==> config.mk <==
export PLATFORM = sky130hd
export DESIGN_NAME = onewire_rom_search_engine
export DESIGN_NICKNAME = d
export VERILOG_FILES = /design/src/rtl/ors_pkg.sv /design/src/rtl/onewire_rom_search_engine.sv
export SDC_FILE = /design/constraint.sdc
export NUM_CORES = 1
export LEC_CHECK = 0
export BUFFER_PORTS_ARGS = -buffer_cell sky130_fd_sc_hd__buf_2
export CORE_MARGIN = 4
export CORE_UTILIZATION = 39
export DETAILED_ROUTE_END_ITERATION = 8
export PLACE_DENSITY = 0.66
export SLEW_MARGIN = 40
export SYNTH_ARGS = -nofsm -noshare
export SYNTH_HDL_FRONTEND = slang
export SYNTH_SLANG_ARGS = --single-unit
==> constraint.sdc <==
create_clock -name clock -period 7.3 [get_ports clock]
set_input_delay 2.19 -clock clock [delete_from_list [all_inputs] [get_ports clock]]
set_output_delay 2.19 -clock clock [all_outputs]
set_load 0.01 [all_outputs]
==> src/rtl/ors_pkg.sv <==
// Shared codes and constants for the 1-Wire ROM search engine.
`timescale 1ns / 1ps
package ors_pkg;

   // Input transaction action codes
   localparam logic [1:0] ACT_RESTART = 2'd0;
   localparam logic [1:0] ACT_BEGIN   = 2'd1;
   localparam logic [1:0] ACT_BIT     = 2'd2;

   // Result status codes
   localparam logic [2:0] ST_OK           = 3'd0;
   localparam logic [2:0] ST_FOUND        = 3'd1;
   localparam logic [2:0] ST_NO_DEVICE    = 3'd2;
   localparam logic [2:0] ST_NO_PRESENCE  = 3'd3;
   localparam logic [2:0] ST_NOT_SEARCHING = 3'd4;

   // UART reply bytes
   localparam logic [7:0] UART_ONE       = 8'hFF;
   localparam logic [7:0] UART_ZERO      = 8'h00;
   localparam logic [7:0] UART_RESET_TX  = 8'hF0;

   localparam logic [7:0] MARKER_FIRST   = 8'hFF;  // discrepancy before first pass
   localparam logic [7:0] CMD_RESET      = 8'hF0;  // search command after reset

   localparam int unsigned ROM_BYTES = 8;
   localparam int unsigned ROM_WIDTH = 64;

   typedef logic [7:0] rom_byte_type;

endpackage

==> src/rtl/onewire_rom_search_engine.sv <==
// Top level of the 1-Wire ROM search decision engine.
`timescale 1ns / 1ps
// A result is registered and appears in the cycle after its request transaction is accepted.
// One transaction per cycle unless a stalled result holds the flow; the decision is a single combinational
//   pass from the search state and the request into the result register.
// A stalled result sits in the result register; req_ready stays high as long as
//   that register is empty or is being drained in the same cycle.
// Reset (synchronous, active high): marker 255, idle, ROM store zero, command 0xF0.
module onewire_rom_search_engine #(
   parameter int ROM_BITS = 64
) (
   input  logic        clock,
   input  logic        reset,
   // configuration
   input  logic        csr_wr_en,
   input  logic [7:0]  csr_wr_data,
   // request channel
   input  logic        req_valid,
   output logic        req_ready,
   input  logic [1:0]  req_action,
   input  logic [7:0]  req_reset_reply,
   input  logic [7:0]  req_id_reply,
   input  logic [7:0]  req_cpl_reply,
   // response channel
   output logic        rsp_valid,
   input  logic        rsp_ready,
   output logic [2:0]  rsp_status,
   output logic        rsp_direction_bit,
   output logic [7:0]  rsp_command_byte,
   output logic [63:0] rsp_rom_id,
   output logic        rsp_pass_done
);

   localparam logic [6:0] RomBitsVal = 7'(ROM_BITS);

   // search command register
   logic [7:0] search_cmd_ff;

   // search state
   logic [7:0] discrepancy_ff,  discrepancy_in;
   logic [6:0] next_disc_ff,    next_disc_in;
   logic [6:0] bits_left_ff,    bits_left_in;
   logic       searching_ff,    searching_in;
   ors_pkg::rom_byte_type rom_store_ff [ors_pkg::ROM_BYTES];
   ors_pkg::rom_byte_type rom_store_in [ors_pkg::ROM_BYTES];

   // result register
   logic        rsp_valid_ff;
   logic [2:0]  status_ff,  status_in;
   logic        dir_ff,     dir_in;
   logic [7:0]  cmd_ff,     cmd_in;
   logic [63:0] rom_id_ff,  rom_id_in;
   logic        done_ff,    done_in;

   logic       accept;
   logic [6:0] bit_pos;   // bits consumed so far in this pass
   logic [2:0] byte_idx;
   logic       id_bit, cpl_bit;

   assign req_ready = !rsp_valid_ff || rsp_ready;
   assign accept    = req_valid && req_ready;

   assign bit_pos  = RomBitsVal - bits_left_ff;
   assign byte_idx = bit_pos[5:3];
   assign id_bit   = (req_id_reply  == ors_pkg::UART_ONE);
   assign cpl_bit  = (req_cpl_reply == ors_pkg::UART_ONE);

   // Decision logic: one transaction, one pass
   always_comb begin
      logic take_one;
      discrepancy_in = discrepancy_ff;
      next_disc_in   = next_disc_ff;
      bits_left_in   = bits_left_ff;
      searching_in   = searching_ff;
      rom_store_in   = rom_store_ff;
      status_in      = ors_pkg::ST_NOT_SEARCHING;
      dir_in         = 1'b0;
      cmd_in         = '0;
      done_in        = 1'b0;
      take_one       = id_bit;

      priority if (req_action == ors_pkg::ACT_RESTART) begin
         discrepancy_in = ors_pkg::MARKER_FIRST;
         searching_in   = 1'b0;
         status_in      = ors_pkg::ST_OK;
      end else if (req_action == ors_pkg::ACT_BEGIN) begin
         priority if (discrepancy_ff == '0) begin
            // enumeration finished, re-arm for the next round
            discrepancy_in = ors_pkg::MARKER_FIRST;
            searching_in   = 1'b0;
            status_in      = ors_pkg::ST_NO_DEVICE;
            done_in        = 1'b1;
         end else if (req_reset_reply == ors_pkg::UART_ZERO ||
                      req_reset_reply == ors_pkg::UART_RESET_TX) begin
            // bus echoed the reset pulse unchanged: nobody answered
            searching_in = 1'b0;
            status_in    = ors_pkg::ST_NO_PRESENCE;
            done_in      = 1'b1;
         end else begin
            bits_left_in = RomBitsVal;
            next_disc_in = '0;
            searching_in = 1'b1;
            cmd_in       = search_cmd_ff;
            status_in    = ors_pkg::ST_OK;
         end
      end else if (req_action == ors_pkg::ACT_BIT && searching_ff &&
                   bits_left_ff != '0) begin
         if (id_bit && cpl_bit) begin
            // no device answered this slot
            discrepancy_in = {1'b0, next_disc_ff};
            searching_in   = 1'b0;
            status_in      = ors_pkg::ST_NO_DEVICE;
            done_in        = 1'b1;
         end else begin
            // collision: go 1 below the marker, or repeat a previous 1 off the marker
            if (!id_bit && !cpl_bit) begin
               if ({1'b0, bits_left_ff} < discrepancy_ff ||
                   (rom_store_ff[byte_idx][0] &&
                    discrepancy_ff != {1'b0, bits_left_ff})) begin
                  take_one     = 1'b1;
                  next_disc_in = bits_left_ff;
               end
            end
            dir_in = take_one;
            rom_store_in[byte_idx] = {take_one, rom_store_ff[byte_idx][7:1]};
            bits_left_in = bits_left_ff - 7'd1;
            if (bits_left_ff == 7'd1) begin
               discrepancy_in = {1'b0, next_disc_in};
               searching_in   = 1'b0;
               status_in      = ors_pkg::ST_FOUND;
               done_in        = 1'b1;
            end else begin
               status_in = ors_pkg::ST_OK;
            end
         end
      end else begin
         status_in = ors_pkg::ST_NOT_SEARCHING;
      end

      for (int i = 0; i < ors_pkg::ROM_BYTES; i++) begin
         rom_id_in[i*8 +: 8] = rom_store_in[i];
      end
   end

   always_ff @(posedge clock) begin
      if (reset) begin
         search_cmd_ff  <= ors_pkg::CMD_RESET;
         discrepancy_ff <= ors_pkg::MARKER_FIRST;
         next_disc_ff   <= '0;
         bits_left_ff   <= '0;
         searching_ff   <= 1'b0;
         for (int i = 0; i < ors_pkg::ROM_BYTES; i++) begin
            rom_store_ff[i] <= '0;
         end
         rsp_valid_ff   <= 1'b0;
      end else begin
         if (csr_wr_en) begin
            search_cmd_ff <= csr_wr_data;
         end
         if (accept) begin
            discrepancy_ff <= discrepancy_in;
            next_disc_ff   <= next_disc_in;
            bits_left_ff   <= bits_left_in;
            searching_ff   <= searching_in;
            rom_store_ff   <= rom_store_in;
            rsp_valid_ff   <= 1'b1;
         end else if (rsp_ready) begin
            rsp_valid_ff   <= 1'b0;
         end
      end
   end

   // result payload, no reset needed
   always_ff @(posedge clock) begin
      if (accept) begin
         status_ff <= status_in;
         dir_ff    <= dir_in;
         cmd_ff    <= cmd_in;
         rom_id_ff <= rom_id_in;
         done_ff   <= done_in;
      end
   end

   assign rsp_valid         = rsp_valid_ff;
   assign rsp_status        = status_ff;
   assign rsp_direction_bit = dir_ff;
   assign rsp_command_byte  = cmd_ff;
   assign rsp_rom_id        = rom_id_ff;
   assign rsp_pass_done     = done_ff;

endmodule

Word-level counts from Yosys, hierarchy flattened

Cells that the tools add are included.

Register bits: 173
Output and inout bits: 79
Logic and storage cells: 120
Input port bits: 39

Reductions and logical operators: 26
Mux-type cells: 55
Order comparisons: 3
$add $sub $neg: 2
Bitwise gates (word level): 4
Equality and inequality tests: 11

Operators by type and width:

| cell                                                        | number |
|---|---|
| 2-to-1 mux 64 bit                                           | 4 |
| 2-to-1 mux 7 bit                                            | 12 |
| 2-to-1 mux 8 bit                                            | 9 |
| bitwise mux 64 bit                                          | 1 |
| binary-select mux 8 bit (select 3 bit)                      | 1 |
| demux 8 bit (select 3 bit)                                  | 1 |
| equality test 8 bit (second input constant)                 | 3 |
| 2-to-1 mux 1 bit                                            | 22 |
| zero test 8 bit                                             | 2 |
| less-than comparator 7 x 8 -> 1 bit                         | 1 |
| != test 8 x 7 -> 1 bit                                      | 1 |
| OR reduction 4 bit                                          | 2 |
| equality test 7 x 1 -> 1 bit (second input constant)        | 1 |
| logical AND 1 bit                                           | 7 |
| nonzero test 7 bit                                          | 1 |
| subtractor 7 x 1 -> 7 bit (second input constant)           | 1 |
| 2-to-1 mux 2 bit                                            | 3 |
| 2-to-1 mux 3 bit                                            | 2 |
| != test 2 bit (second input constant)                       | 3 |
| AND reduction 6 bit                                         | 1 |
| subtractor 1 x 6 -> 6 bit (first input constant)            | 1 |
| >= comparator 4 bit (second input constant)                 | 1 |
| less-than comparator 4 x 1 -> 1 bit (second input constant) | 1 |
| inverter 3 -> 4 bit                                         | 1 |
| other kinds (12)                                            | 19 |

Longest topological paths before layout

Depth after elaboration: 18
Depth in mapped cells: 11
Gate-level depth less buffers: 9

Least setup slack after synthesis

Ideal clock, no wire load.

Path kind: input to register
Start point: input port rsp_ready
End point: register bits_left_ff[4]
Stages on the path: 7
Required time: 7.222 ns
Slack: 1.494 ns
Arrival time: 5.728 ns
Path through: nand2b_1 > nand2_1 > inv_1 > o221ai_1 > or4_1 > xor2_1 > nor3_1

Word-level cells in the longest chain between the ends: 3

RTL lines:

| item                                 | RTL line                         | RTL |
|---|---|---|
| start: declaration                   | onewire_rom_search_engine.sv:26  | `input logic rsp_ready,` |
| logical OR 1 bit                     | onewire_rom_search_engine.sv:60  | `assign req_ready = !rsp_valid_ff \|\| rsp_ready;` |
| logical AND 1 bit                    | onewire_rom_search_engine.sv:61  | `assign accept = req_valid && req_ready;` |
| named net accept                     | onewire_rom_search_engine.sv:55  | `logic accept;` |
| AND reduction 6 bit (no source line) | --                               |  |
| end signal: assignment               | onewire_rom_search_engine.sv:163 | `bits_left_ff <= bits_left_in;` |
| end: declaration                     | onewire_rom_search_engine.sv:42  | `logic [6:0] bits_left_ff, bits_left_in;` |

The timed path passes the listed nets, and every way through them passes these cells.
A chain may end at the register's enable or synchronous reset.

Worst setup path in the final report

Start point: input port rsp_ready
End point: output port req_ready

Word-level cells in the longest chain between the ends: 1

RTL lines:

| item             | RTL line                        | RTL |
|---|---|---|
| logical OR 1 bit | onewire_rom_search_engine.sv:60 |  |
| end: declaration | onewire_rom_search_engine.sv:19 | `output logic req_ready,` |

No other way between the ends.

==> results_dict.tcl <==
set metrics [dict create \
    status "completed" \
    synthTopCellsByArea "edfxtp_1 (30%), dfxtp_1 (25%), nor2_1 (4.3%)" \
    rows 51 \
    die_w_um 149 \
    clk_path_buf_depth 2 \
    ant_nets 0 \
    viasPerCell 5.36 \
    slew_violations 0 \
    crit_slowest_cell "nand2b_1" \
    core_mm2 0.0195 \
    start_kind "input pin" \
    yosysSeqAreaShare 0.546 \
    ys_types 67 \
    grt-ovfl-total 0 \
    slew_headroom 0.431 \
    boundaryPins 118 \
    cts_setup_buffers 0 \
    ys_top_cells_by_count "dfxtp_1 (96), nor2_1 (89), edfxtp_1 (77), nand2_1 (68), a21oi_1 (51)" \
    nFillCells 1853 \
    place_congestion 0.839 \
    ys.flop_type "dfxtp_1" \
    finClkSkew_ns 0.00822 \
    drt_iter0_drc 567 \
    crit_path_end_kind "primary output" \
    syn_nets 804 \
    n_antenna_cell 0 \
    antenna_found_initial 0 \
    cts-resized-gates 0 \
    critPathArrivalTime_ns 2.59 \
    worst_pin_slew_ns 0.852 \
    via_count 6068 \
    wl_per_cell_um 17.7 \
    setup_tns_ns 0 \
    grt_setup_unrepaired "false" \
    critPathKind "in -> out" \
    dp_slack_ns 2.17 \
    clk_latency_ns 0.44 \
    grt_max_degree 81 \
    yosys_warnings 0 \
    grt_pass1_wl_um 31800 \
    p_leak_nw 3.47 \
    wirelength_um 20000 \
    synth_most_common_cell "dfxtp_1" \
    cts_tree "built" \
    hold_violations 0 \
    io_buffer_count 117 \
    p_seq_frac 0.498 \
    path_max_fanout 3 \
    fin_crit_ns 4.78 \
    cts_made_buffers 17 \
    maxCapViolCount 0 \
    fmaxAchievable_mhz 209 \
    combPwrFrac 0.071 \
    syn_area_mm2 0.00776 \
    irDropWorstVdd_uv 129 \
    drtPass1Iterations 7 \
    crit_chain "buf_2 -> nand2b_1 -> buf_2" \
    crit-reg2reg-launch "bits_left_ff[1]" \
    hold_class "reg -> reg" \
    dieArea_mm2 0.0222 \
    drive_gt1_frac 0.241 \
    die_h_um 149 \
    synth_edf_count 77 \
    dp_hpwl_um 13600 \
    yosysTopAreaCell "edfxtp_1" \
    pwr-share-clk 0.430 \
    netSwitchingFraction 0.241 \
    worstHoldStart "search_cmd_ff[6]" \
    avgSynthCellArea_um2 10.3 \
    grt_pass1_vias 5671 \
    crit_required_ns 5.11 \
    grt_use_total 0.182 \
    cellInternalPower_mw 1.59 \
    holdBufCountCts 0 \
    async_flop_share 0 \
    htreeDepth 4 \
    route.detailed.drc 0 \
    power_density_mw_per_mm2 229 \
    synth.top_cell.area_share 0.298 \
    slowest_delay_ns 0.16 \
    fin_ws_ns 2.52 \
    cts-root-buf "clkbuf_16" \
    area_growth_pct 18.0 \
    start_util 0.397 \
    final.period_utilization 0.655 \
    clkSinkCount 173 \
    layout.nets 903 \
    clk_pin_slew_ns 0.06 \
    ys_ff_latch 173 \
    p_sw_uw 506 \
    synthCells 755 \
    crit_top_cell "buf_2" \
    setup_viol_count_final 0 \
    cp-startpoint "rsp_ready" \
]
[layout make-up]
| cell class | instances | area, µm² | area share |
|---|---|---|---|
| Clock buffer | 17 | 425 | 0.0465 |
| Clock inverter | 15 | 163 | 0.0178 |
| Inverter | 15 | 57.6 | 0.00629 |
| Multi-Input combinational cell | 518 | 3270 | 0.357 |
| Sequential cell | 173 | 4230 | 0.462 |
| Tap cell | 265 | 332 | 0.0362 |
| Timing Repair Buffer | 129 | 679 | 0.0742 |
[sequential cells by signal (all words and copies together), names as in the netlist]
name	count
next_disc_ff	7
rsp_status	3
rsp_direction_bit	1
rsp_rom_id	64
rsp_valid	1
bits_left_ff	7
rsp_command_byte	8
discrepancy_ff	8
search_cmd_ff	8
rsp_pass_done	1
rom_store_ff	64
searching_ff	1
[routing by layer]
metal	share of wire	global-route usage
met5	0	0
met2	0.47	0.287
met3	0.054	0.0343
met1	0.46	0.255
met4	0.016	0.0581
[metrics by stage]
stage | hold slack, ns | utilization | cell area [µm²] | std cells | total power, mW
detailed placement | 0.453 | 0.438 | 8550 | 1100 | 1.22
CTS | 0.471 | 0.468 | 9140 | 1132 | 2.11
global placement | 0.446 | 0.436 | 8520 | 1100 | 1.21
global route | 0.498 | 0.469 | 9160 | 1132 | 2.17
floorplan | 0.433 | - | 7760 | 755 | 1.16
finish | 0.470 | 0.469 | 9160 | 1132 | 2.10
[power groups by stage]
stage	Clock (mW)	Sequential [mW]	Combinational [mW]
after detailed placement	0	1.07	0.148
final	0.903	1.05	0.150
after CTS	0.917	1.05	0.149
after floorplan	0	1.08	0.0878
after global routing	0.958	1.05	0.163
after global placement	0	1.07	0.146
[placed cells by master (no fill, tap or decap), types with 5 or more instances in the layout]
cell       instances
buf_2            117
dfxtp_1           96
nor2_1            86
edfxtp_1          77
nand2_1           68
a21oi_1           51
o21ai_0           47
o21ai_1           32
mux2i_1           28
a211oi_1          28
nand3_1           18
clkbuf_16         17
inv_1             14
a211oi_2          14
nor3_1            12
buf_4             11
ha_1              10
and2_1             9
or4_1              8
a32o_1             7
nand4_1            7
mux2_2             7
a21o_1             6
nand2b_1           5
o211a_1            5
[worst paths after layout]
check	to	slack, ns	depth (start not counted)
max	req_ready	2.52	3
min reg2reg	search_cmd_ff[6]	0.47	2
min	search_cmd_ff[6]	0.47	2
max reg2reg	rsp_rom_id[30]	3.42	8
[cell families after synthesis]
logic type | share of synthesized area
AOI/OAI and AO/OA | 0.194
xor gates and xnor gates | 0.00565
adders and majority gates | 0.0161
buffers and inverters | 0.0387
DFF | 0.546
muxes | 0.0506
and+or+nand+nor | 0.149
[worst max-delay path: cells and delay by family]
kind | cells | cell delay, ns
buffers and inverters | 2 | 0.24
AND/OR/NAND/NOR | 1 | 0.16
Note: power is estimated with default switching activity, not from simulation.
